--- src/old_pkg.sv ---
// Shared types and codes for the ordered list block.
// Used by old_ctrl, old_dp and ordered_list_with_delete_ops_top; depends on nothing.
package old_pkg;

    localparam logic [2:0] MODE_APPEND    = 3'd0;
    localparam logic [2:0] MODE_DEL_HEAD  = 3'd1;
    localparam logic [2:0] MODE_DEL_TAIL  = 3'd2;
    localparam logic [2:0] MODE_DEL_VALUE = 3'd3;
    localparam logic [2:0] MODE_DUMP      = 3'd4;

    localparam logic [1:0] ST_DONE       = 2'd0;
    localparam logic [1:0] ST_NONE       = 2'd1;
    localparam logic [1:0] ST_FULL       = 2'd2;
    localparam logic [1:0] ST_EMPTY_DUMP = 2'd3;

    localparam int unsigned LEN_W = 5;

    // Commands from the controller to the datapath.
    typedef struct packed {
        logic       accept;        // latch the incoming value
        logic       app_write;     // write the value at the tail, count up
        logic       dec_count;     // count down by one
        logic       walk_start;    // reset the read walk
        logic       walk_from_one; // walk starts at the second entry
        logic       set_status;    // load the pending status code
        logic [1:0] status;
        logic       search;        // compare entries with the value
        logic       shift;         // move each entry read up by one slot
        logic       dump;          // send each entry read to the output
        logic       finish_load;   // load the pending status into the output
    } t_cmd;

    // Status from the datapath to the controller.
    typedef struct packed {
        logic count_zero;
        logic full;
        logic match;
        logic walk_done;
        logic dump_last;
        logic out_free;
    } t_stat;

endpackage

--- src/ordered_list_with_delete_ops_top.sv ---
// Top level of the bounded ordered list with delete operations.
// Depends on old_pkg, old_ctrl and old_dp.
//
// Usage:
//   The input channel (i_valid, o_ready, i_mode, i_value) takes one operation per
//   transaction: append, delete head, delete tail, delete first match, or dump.
//   The output channel (o_valid, i_ready, o_entry, o_status, o_is_last, o_length)
//   returns one status transaction per operation, or one transaction per entry for
//   a dump, with o_is_last set on the final one.
//   Sequencing: append, delete tail, undefined modes and any operation on an empty
//   list go straight from acceptance to the finish state, which loads the result
//   into the output register once it is free. Delete head and delete by value walk
//   the entry memory one entry per cycle through its registered read port, then
//   finish the same way. A dump loads its entries into the output register one
//   by one in list order.
//   The next operation is accepted in the cycle after the last result is loaded
//   into the output register, even if that result is still waiting.
//   Reset (i_rst_n low at a clock edge) empties the list and drops any pending
//   result; the memory contents are not cleared. When the receiver stalls, the
//   output register holds its transaction and a dump pauses its memory walk.
module ordered_list_with_delete_ops_top #(
    parameter int DEPTH = 16
) (
    input  logic               i_clk,
    input  logic               i_rst_n,
    input  logic               i_valid,
    output logic               o_ready,
    input  logic [2:0]         i_mode,
    input  logic signed [31:0] i_value,
    output logic               o_valid,
    input  logic               i_ready,
    output logic signed [31:0] o_entry,
    output logic [1:0]         o_status,
    output logic               o_is_last,
    output logic [4:0]         o_length
);

    old_pkg::t_cmd  cmd;
    old_pkg::t_stat stat;

    // The controller sequences each operation; the datapath holds all storage.
    old_ctrl u_ctrl (
        .i_clk   (i_clk),
        .i_rst_n (i_rst_n),
        .i_valid (i_valid),
        .i_mode  (i_mode),
        .i_stat  (stat),
        .o_ready (o_ready),
        .o_cmd   (cmd)
    );

    old_dp #(
        .DEPTH (DEPTH)
    ) u_dp (
        .i_clk       (i_clk),
        .i_rst_n     (i_rst_n),
        .i_cmd       (cmd),
        .i_value     (i_value),
        .i_out_ready (i_ready),
        .o_stat      (stat),
        .o_out_valid (o_valid),
        .o_entry     (o_entry),
        .o_status    (o_status),
        .o_is_last   (o_is_last),
        .o_length    (o_length)
    );

endmodule

--- src/old_ctrl.sv ---
// Controller state machine of the ordered list block.
// Depends on old_pkg; drives old_dp through t_cmd and reads t_stat.
module old_ctrl (
    input  logic           i_clk,
    input  logic           i_rst_n,
    input  logic           i_valid,
    input  logic [2:0]     i_mode,
    input  old_pkg::t_stat i_stat,
    output logic           o_ready,
    output old_pkg::t_cmd  o_cmd
);

    typedef enum logic [4:0] {
        S_IDLE   = 5'b00001,
        S_SEARCH = 5'b00010,
        S_SHIFT  = 5'b00100,
        S_DUMP   = 5'b01000,
        S_FINISH = 5'b10000
    } t_state;

    t_state r_state;
    t_state n_state;

    always_ff @(posedge i_clk) begin
        if (!i_rst_n) begin
            r_state <= S_IDLE;
        end else begin
            r_state <= n_state;
        end
    end

    always_comb begin
        n_state = r_state;
        o_cmd   = '0;
        o_ready = 1'b0;
        case (r_state)
            S_IDLE: begin
                o_ready = 1'b1;
                if (i_valid) begin
                    o_cmd.accept = 1'b1;
                    case (i_mode)
                        old_pkg::MODE_APPEND: begin
                            o_cmd.set_status = 1'b1;
                            if (i_stat.full) begin
                                o_cmd.status = old_pkg::ST_FULL;
                            end else begin
                                o_cmd.app_write = 1'b1;
                                o_cmd.status    = old_pkg::ST_DONE;
                            end
                            n_state = S_FINISH;
                        end
                        old_pkg::MODE_DEL_HEAD: begin
                            if (i_stat.count_zero) begin
                                o_cmd.set_status = 1'b1;
                                o_cmd.status     = old_pkg::ST_NONE;
                                n_state          = S_FINISH;
                            end else begin
                                o_cmd.walk_start    = 1'b1;
                                o_cmd.walk_from_one = 1'b1;
                                n_state             = S_SHIFT;
                            end
                        end
                        old_pkg::MODE_DEL_TAIL: begin
                            o_cmd.set_status = 1'b1;
                            if (i_stat.count_zero) begin
                                o_cmd.status = old_pkg::ST_NONE;
                            end else begin
                                o_cmd.dec_count = 1'b1;
                                o_cmd.status    = old_pkg::ST_DONE;
                            end
                            n_state = S_FINISH;
                        end
                        old_pkg::MODE_DEL_VALUE: begin
                            if (i_stat.count_zero) begin
                                o_cmd.set_status = 1'b1;
                                o_cmd.status     = old_pkg::ST_NONE;
                                n_state          = S_FINISH;
                            end else begin
                                o_cmd.walk_start = 1'b1;
                                n_state          = S_SEARCH;
                            end
                        end
                        old_pkg::MODE_DUMP: begin
                            if (i_stat.count_zero) begin
                                o_cmd.set_status = 1'b1;
                                o_cmd.status     = old_pkg::ST_EMPTY_DUMP;
                                n_state          = S_FINISH;
                            end else begin
                                o_cmd.walk_start = 1'b1;
                                n_state          = S_DUMP;
                            end
                        end
                        default: begin
                            o_cmd.set_status = 1'b1;
                            o_cmd.status     = old_pkg::ST_NONE;
                            n_state          = S_FINISH;
                        end
                    endcase
                end
            end
            S_SEARCH: begin
                o_cmd.search = 1'b1;
                if (i_stat.match) begin
                    n_state = S_SHIFT;
                end else if (i_stat.walk_done) begin
                    o_cmd.set_status = 1'b1;
                    o_cmd.status     = old_pkg::ST_NONE;
                    n_state          = S_FINISH;
                end
            end
            S_SHIFT: begin
                o_cmd.shift = 1'b1;
                if (i_stat.walk_done) begin
                    o_cmd.dec_count  = 1'b1;
                    o_cmd.set_status = 1'b1;
                    o_cmd.status     = old_pkg::ST_DONE;
                    n_state          = S_FINISH;
                end
            end
            S_DUMP: begin
                o_cmd.dump = 1'b1;
                if (i_stat.dump_last) begin
                    n_state = S_IDLE;
                end
            end
            S_FINISH: begin
                if (i_stat.out_free) begin
                    o_cmd.finish_load = 1'b1;
                    n_state           = S_IDLE;
                end
            end
            default: begin
                n_state = S_IDLE;
            end
        endcase
    end

endmodule

--- src/old_dp.sv ---
// Datapath of the ordered list block: entry memory, count, read walk, output register.
// Depends on old_pkg; controlled by old_ctrl through t_cmd.
module old_dp #(
    parameter int DEPTH = 16
) (
    input  logic               i_clk,
    input  logic               i_rst_n,
    input  old_pkg::t_cmd      i_cmd,
    input  logic signed [31:0] i_value,
    input  logic               i_out_ready,
    output old_pkg::t_stat     o_stat,
    output logic               o_out_valid,
    output logic signed [31:0] o_entry,
    output logic [1:0]         o_status,
    output logic               o_is_last,
    output logic [old_pkg::LEN_W-1:0] o_length
);

    localparam int IW = (DEPTH > 1) ? $clog2(DEPTH) : 1;
    localparam int CW = $clog2(DEPTH + 1);

    logic signed [31:0] r_mem [DEPTH];
    logic [CW-1:0]      r_count;
    logic signed [31:0] r_value;
    logic [CW-1:0]      r_rd_addr;
    logic               r_rvalid;
    logic signed [31:0] r_rdata;
    logic [CW-1:0]      r_ridx;
    logic [1:0]         r_status;

    logic               r_out_valid;
    logic signed [31:0] r_out_entry;
    logic [1:0]         r_out_status;
    logic               r_out_last;
    logic [old_pkg::LEN_W-1:0] r_out_len;

    logic               out_free;
    logic               consume;
    logic               issue;
    logic               dump_load;
    logic               last_ent;
    logic [CW-1:0]      ridx_m1;
    logic [CW-1:0]      count_m1;
    logic               wr_en;
    logic [IW-1:0]      wr_addr;
    logic signed [31:0] wr_data;
    logic [CW+old_pkg::LEN_W-1:0] count_ext;

    assign out_free  = !r_out_valid || i_out_ready;
    assign consume   = i_cmd.dump ? out_free : 1'b1;
    assign issue     = (i_cmd.search || i_cmd.shift || i_cmd.dump)
                       && (r_rd_addr < r_count) && (!r_rvalid || consume);
    assign dump_load = i_cmd.dump && r_rvalid && out_free;
    assign count_m1  = r_count - CW'(1);
    assign ridx_m1   = r_ridx - CW'(1);
    assign last_ent  = (r_ridx == count_m1);
    assign count_ext = {{old_pkg::LEN_W{1'b0}}, r_count};

    assign o_stat.count_zero = (r_count == '0);
    assign o_stat.full       = (r_count == CW'(DEPTH));
    assign o_stat.match      = r_rvalid && (r_rdata == r_value);
    assign o_stat.walk_done  = !r_rvalid && (r_rd_addr >= r_count);
    assign o_stat.dump_last  = dump_load && last_ent;
    assign o_stat.out_free   = out_free;

    // Appends and compaction moves never happen in the same cycle.
    always_comb begin
        wr_en   = 1'b0;
        wr_addr = r_count[IW-1:0];
        wr_data = i_value;
        if (i_cmd.app_write) begin
            wr_en = 1'b1;
        end else if (i_cmd.shift && r_rvalid) begin
            wr_en   = 1'b1;
            wr_addr = ridx_m1[IW-1:0];
            wr_data = r_rdata;
        end
    end

    always_ff @(posedge i_clk) begin
        if (wr_en) begin
            r_mem[wr_addr] <= wr_data;
        end
        if (issue) begin
            r_rdata <= r_mem[r_rd_addr[IW-1:0]];
        end
    end

    always_ff @(posedge i_clk) begin
        if (!i_rst_n) begin
            r_count     <= '0;
            r_rvalid    <= 1'b0;
            r_out_valid <= 1'b0;
        end else begin
            if (i_cmd.app_write) begin
                r_count <= r_count + CW'(1);
            end else if (i_cmd.dec_count) begin
                r_count <= count_m1;
            end

            if (i_cmd.walk_start) begin
                r_rvalid <= 1'b0;
            end else if (issue) begin
                r_rvalid <= 1'b1;
            end else if (consume) begin
                r_rvalid <= 1'b0;
            end

            if (i_cmd.finish_load || dump_load) begin
                r_out_valid <= 1'b1;
            end else if (i_out_ready) begin
                r_out_valid <= 1'b0;
            end
        end
    end

    always_ff @(posedge i_clk) begin
        if (i_cmd.accept) begin
            r_value <= i_value;
        end
        if (i_cmd.walk_start) begin
            r_rd_addr <= i_cmd.walk_from_one ? CW'(1) : '0;
        end else if (issue) begin
            r_rd_addr <= r_rd_addr + CW'(1);
            r_ridx    <= r_rd_addr;
        end
        if (i_cmd.set_status) begin
            r_status <= i_cmd.status;
        end
        if (i_cmd.finish_load) begin
            r_out_entry  <= '0;
            r_out_status <= r_status;
            r_out_last   <= 1'b1;
            r_out_len    <= count_ext[old_pkg::LEN_W-1:0];
        end else if (dump_load) begin
            r_out_entry  <= r_rdata;
            r_out_status <= old_pkg::ST_DONE;
            r_out_last   <= last_ent;
            r_out_len    <= count_ext[old_pkg::LEN_W-1:0];
        end
    end

    assign o_out_valid = r_out_valid;
    assign o_entry     = r_out_entry;
    assign o_status    = r_out_status;
    assign o_is_last   = r_out_last;
    assign o_length    = r_out_len;

endmodule

--- config.mk ---
export PLATFORM = sky130hd
export DESIGN_NAME = ordered_list_with_delete_ops_top
export DESIGN_NICKNAME = d
export VERILOG_FILES = /design/src/old_pkg.sv /design/src/ordered_list_with_delete_ops_top.sv /design/src/old_ctrl.sv /design/src/old_dp.sv
export SDC_FILE = /design/constraint.sdc
export NUM_CORES = 1
export LEC_CHECK = 0
export BUFFER_PORTS_ARGS = -buffer_cell sky130_fd_sc_hd__buf_4
export CORE_UTILIZATION = 45
export DETAILED_ROUTE_END_ITERATION = 10
export PLACE_DENSITY = 0.69
export REMOVE_ABC_BUFFERS = 1
export SKIP_LAST_GASP = 1
export SLEW_MARGIN = 20
export SYNTH_ARGS = -nofsm -noshare
export SYNTH_HDL_FRONTEND = slang
export SYNTH_SLANG_ARGS = --single-unit
--- constraint.sdc ---
create_clock -name i_clk -period 5.58 [get_ports i_clk]
set_clock_uncertainty 0.05 [all_clocks]
set_input_delay 0 -clock i_clk [delete_from_list [all_inputs] [get_ports i_clk]]
set_output_delay 0 -clock i_clk [all_outputs]
set_load 0.005 [all_outputs]
* Word level (Yosys, flattened, before mapping)
Memories as Yosys holds them, arrays and structs flattened. A register that Yosys moved wholly into a read port is not among the register bits. Index checks and enable logic that the tools add are counted. W data, S select, Z words.
Operators by class: $add $sub $neg 4, $lt $le $gt $ge 2, eq/ne operators 15, multiplexer cells 59, bitwise logic cells 2, reduce and logical (&&, ||, !) cells 27
Operators with widths (count):
- $mux W5 | 14
- $mux W32 | 2
- $eq A32 B32 Y1 | 1
- $pmux W5 S5 | 1
- $mux W1 | 23
- $mux W3 | 5
- $pmux W5 S3 | 1
- $mux W2 | 6
- $pmux W3 S4 | 1
- $add A5 B1 Y5 const B | 2
- $eq A5 B5 Y1 const B | 2
- $reduce_bool A2 Y1 | 5
- $pmux W3 S3 | 1
- $logic_and A1 B1 Y1 | 8
- $mux W4 | 2
- $mux W8 | 1
- $eq A3 B2 Y1 const B | 2
- $reduce_or A2 Y1 | 3
- $eq A5 B1 Y1 const B | 1
- $eq A5 B2 Y1 const B | 1
- $eq A5 B3 Y1 const B | 1
- $eq A5 B4 Y1 const B | 1
- $eq A5 B5 Y1 | 1
- $ge A5 B5 Y1 | 1
- other kinds (15) | 23
Word-level totals: bits in registers 96, memory bits (writable) 512, output and inout port bits 42, memories kept 1
Memories:
- u_dp.r_mem | depth 16, width 32, read ports 1, clocked after memory_dff 1, write ports 1, line old_dp.sv:22 | logic signed [31:0] r_mem [DEPTH];

* Logic depth before layout (Yosys ltp)
depth after elaboration 8, depth in mapped cells 11, mapped depth without buffers 8

* Modules after synthesis
Synthesis repeated with hierarchy kept, for this count alone.
Unflattened totals: cell total of the unflattened synthesis 1404, area, all modules 25351.8 um2
Modules (own cells, without submodules):
- old_dp | instances 1, cells an instance 1331, area an instance 24816.3 um2, seq. area each 18667.9 um2
- old_ctrl | instances 1, cells an instance 73, area an instance 535.5 um2, seq. area each 100.1 um2

* Worst setup path before layout
Ideal clock, no wire load.
path type register -> register, start reg u_dp.r_count[0], end mem u_dp.r_mem[12][0], enable pin, setup time 0.461 ns, data arrival time 4.182 ns, data required time 5.069 ns, setup slack 0.888 ns, stages on the path, launching flop included 8, buffers on the path 1, period minus slack after synthesis 4.692 ns, cells stage by stage dfxtp_1 clkbuf_1 inv_1 ha_1 nor3b_4 a2111oi_4 a21boi_0 nor3_1
Between the ends: word-level cells in the longest chain between the ends 8, elaborated cells between the ends (all ways) 10
Ends and longest elaborated chain:
- start: declaration | line old_dp.sv:23 | logic [CW-1:0] r_count;
- start signal: assignment | line old_dp.sv:96 | r_count <= r_count + CW'(1);
- start signal: assignment | line old_dp.sv:98 | r_count <= count_m1;
- $eq A5 B5 Y1 | line old_dp.sv:60 | assign o_stat.full = (r_count == CW'(DEPTH));
- $mux W1 | line old_ctrl.sv:44 | if (i_stat.full) begin
- $mux W1 | line old_ctrl.sv:41 | case (i_mode)
- $mux W8 | line old_ctrl.sv:39 | if (i_valid) begin
- $mux W2 | line old_ctrl.sv:36 | case (r_state)
- $mux W1 | line old_dp.sv:71 | if (i_cmd.app_write) begin
- $mux W1 | line old_dp.sv:81 | if (wr_en) begin
- $mux W1 (implied by the code) | line old_dp.sv:82 | r_mem[wr_addr] <= wr_data;
- end: declaration | line old_dp.sv:22
Several ways; a longest one is shown, not always the timed one.

* Final worst setup path
start reg u_dp.r_count[0], end mem u_dp.r_mem[11][12], enable pin
The elaborated chain is that of the path after synthesis.

==> results.md <==
- Overall power: 9812 uW
- Seq/Total Area, Yosys: 0.7515
- Initial core utilization: 0.4596
- Antenna Nets Post-Route: 0
- Period minus WS final: 3.718 ns
- TritonCTS Buffers: 61
- Post-route design area: 29230 sq um
- Row count: 85
- Max clock buf depth: 3
- WL final: 54510 um
- Ys Warns: 0
- WS Path Type: flip-flop to flip-flop
- Placeable Area: 54350 sq um
- Remaining DRCs: 0
- CP arrival: 3.96 ns
- Slowest cell on crit path: a2111oi_4
- First-pass GRT wire length: 81930 um
- DIE AREA: 56450 sq um
- FF-to-FF setup slack: 1.86 ns
- Met2 wire len: 26290 um
- Die H: 237.6 um
- Delay-heaviest family, CP: simple AND/OR/NAND/NOR gates
- M1 WL: 23410 um
- Dpl cells: 2012
- Fin. Hold Viols: 0
- Endpoints failing setup: 0
- EDFF count, synth: 595
- Worst-path clk slew: 0.06 ns
- Cells along the critical path: inv_1 > ha_1 > nor3b_4 > a2111oi_4 > o2bb2ai_1 > nand2_1 > nor2_4 > buf_4
- Syn avg cell area: 20.49 sq um
- Port Buf Inserts: 80
- Cell count after synthesis: 1219
- Area Growth Syn to Fin: 17.03%
- Outcome: complete, no violations
- Met3 Wirelength: 3594 um
- Final Util: 0.5378
- Unique masters post-synth: 59
- Worst path bufs/invs: 2
- Clk sink count: 640
- DR WL/cell: 25.13 um
- Required @ worst endpoint: 5.83 ns
- Inserted Diodes: 0
- Maximum VDD drop: 0.2934 mV
- Vias in the first global route: 12620
- CTS tree: yes
- Critical path fanouts, max: 17
- Post-synth top flop: edfxtp_1
- Post-place instance area: 26760 sq um
- Fmax: 0.2689 GHz
- Worst-skew pair later-pin latency: 0.62 ns
- Dpl hpwl: 32170 um
- Die width: 237.6 um
- Vias post-DR: 12330
- Total track usage: 0.1983
- Crit path capture type: flip-flop
- Leakage power: 0.009405 uW
- Most common cell after layout, fill and taps aside: edfxtp_1
- Ys async rst share: 0
- Number of buffers added for setup after CTS: 0
- Setup crit start kind: flip-flop
- Root Driver: clkbuf_16
- 1st-pass router iterations: 5
- Pwr dens: 335.7 nW/um^2
- Fill count: 4084
- Unrepaired setup endpoints after global routing: no
- RD Place Congestion: 0.8151
- # IOs: 81
- First DRT Iteration DRCs: 1149
- Max cap viols: 0
- Fin crit share: 0.6664
- Rel. slew slack: 0.3133
- Worst-Margin Slew: 1.030 ns
- Post-synth design cell area: 24980 sq um
- Highest Signal Layer: met5
- Largest net degree at the start of global routing: 104
- Leading cell types in the layout, fill and taps excluded: 595 x edfxtp_1, 160 x mux4_2, 107 x buf_4, 73 x nand2_1, 61 x clkbuf_16
- Layout cells sized above 1: 0.3049
- Finished Layout Cells: 2169
- Total gr overflow: 0
- Antenna violations before repair: 1
- Max-slew violations: 0
- Vias per Instance: 5.682
- Type of the worst min-delay path: input port to flip-flop
- Setup total negative slack: 0 ns
- # nets final: 1425
- #FFs+latches synth: 640
- Slowest stage delay, CP: 0.67 ns
- H-tree levels: 2
## power by group
group | leakage (uW) | switching [uW] | internal (uW)
logic | 0.00266 | 186 | 130
clock network | 0.00101 | 1780 | 2420
registers | 0.00573 | 17.9 | 5270
total | 0.00940 | 1990 | 7830
## state kept, by name (all words and copies together) (netlist names), 2 cells and up
| register | count |
|---|---|
| u_dp.o_entry | 32 |
| u_dp.r_mem | 512 |
| u_dp.r_count | 5 |
| u_dp.r_status | 2 |
| u_dp.r_value | 32 |
| u_dp.r_rd_addr | 5 |
| u_dp.r_ridx | 5 |
| u_dp.r_rdata | 32 |
| u_dp.o_length | 5 |
| u_dp.o_status | 2 |
| u_ctrl.r_state | 5 |
## repair_timing
item | CTS | global route
hold endpoints to repair | 563 | 0
resized for setup | 0 | 0
hold buffers | 40 | 0
endpoints found under the setup margin | 0 | 0
## synthesized netlist by cell type, types with 2 or more instances
cell type	instances	share of area
buf_6	2	0.00090
nand2_1	74	0.011
nand3_1	8	0.0016
xnor2_1	13	0.0046
buf_2	10	0.0020
mux2_2	32	0.014
o211ai_1	3	0.00090
xor2_1	35	0.012
a221oi_1	2	0.00070
o31ai_1	3	0.00090
clkbuf_1	35	0.0053
nor2b_1	9	0.0023
edfxtp_1	595	0.72
nand4_1	7	0.0018
a21oi_1	40	0.0080
mux4_2	160	0.14
a22oi_1	4	0.0012
buf_1	13	0.0020
nor3b_1	2	0.00060
nand2b_1	4	0.0010
mux2i_1	4	0.0016
nor2_1	31	0.0047
nor3_1	17	0.0034
dfxtp_1	45	0.036
a31oi_1	2	0.00050
and4_1	2	0.00070
o21a_1	2	0.00060
ha_1	9	0.0045
nor4_1	8	0.0020
inv_1	10	0.0015
o21ai_0	4	0.00080
and3_1	6	0.0015
o2bb2ai_1	2	0.00070
## metrics by stage
step	setup slack (ns)	hold slack [ns]
after global routing	1.619	0.03733
after global placement	1.902	0.1383
after CTS	1.872	0.01259
after detailed placement	1.857	0.1387
final	1.862	0.04789
after floorplan	-1.675	0.04191
## final cells by class
cell class | instances | area, sq um | area share
Clock buffer | 73 | 1602 | 0.05479
Clock inverter | 43 | 442.9 | 0.01515
Inverter | 10 | 37.54 | 0.001284
Multi-Input combinational cell | 509 | 6052 | 0.2071
Sequential cell | 640 | 18770 | 0.6421
Tap cell | 739 | 924.6 | 0.03164
Timing Repair Buffer | 155 | 1401 | 0.04795
## routing by layer
metal	GRT usage	up-vias
met5	0	-
met3	0.03728	80
met2	0.3163	447
li1	-	5305
met1	0.2793	6491
met4	0.05943	2
## cell families after synthesis
family | count (synthesis) | share of synthesized area
mux | 197 | 0.1609
flops | 640 | 0.7515
simple gates | 178 | 0.03437
compound gates | 76 | 0.01994
buf+inv | 70 | 0.01162
xor+xnor | 48 | 0.01683
fa+ha+maj | 10 | 0.004910
## path summary, 6_finish.rpt
kind / to / cells after the start / start
worst max register to register: u_dp.r_mem[11][12] / 8 / u_dp.r_count[0]
worst min register to register: u_dp.o_entry[0] / 2 / u_dp.o_entry[0]
worst max-delay path: u_dp.r_mem[11][12] / 8 / u_dp.r_count[0]
worst min-delay path: u_dp.r_value[10] / 2 / i_value[10]
## worst register-to-register path: stages, from the launching register on
cell,delay [ns]
dfxtp_1,0.57
inv_1,0.11
ha_1,0.29
nor3b_4,0.19
a2111oi_4,0.67
o2bb2ai_1,0.18
nand2_1,0.24
nor2_4,0.67
buf_4,0.41
Power figures use the tool's default switching activity.
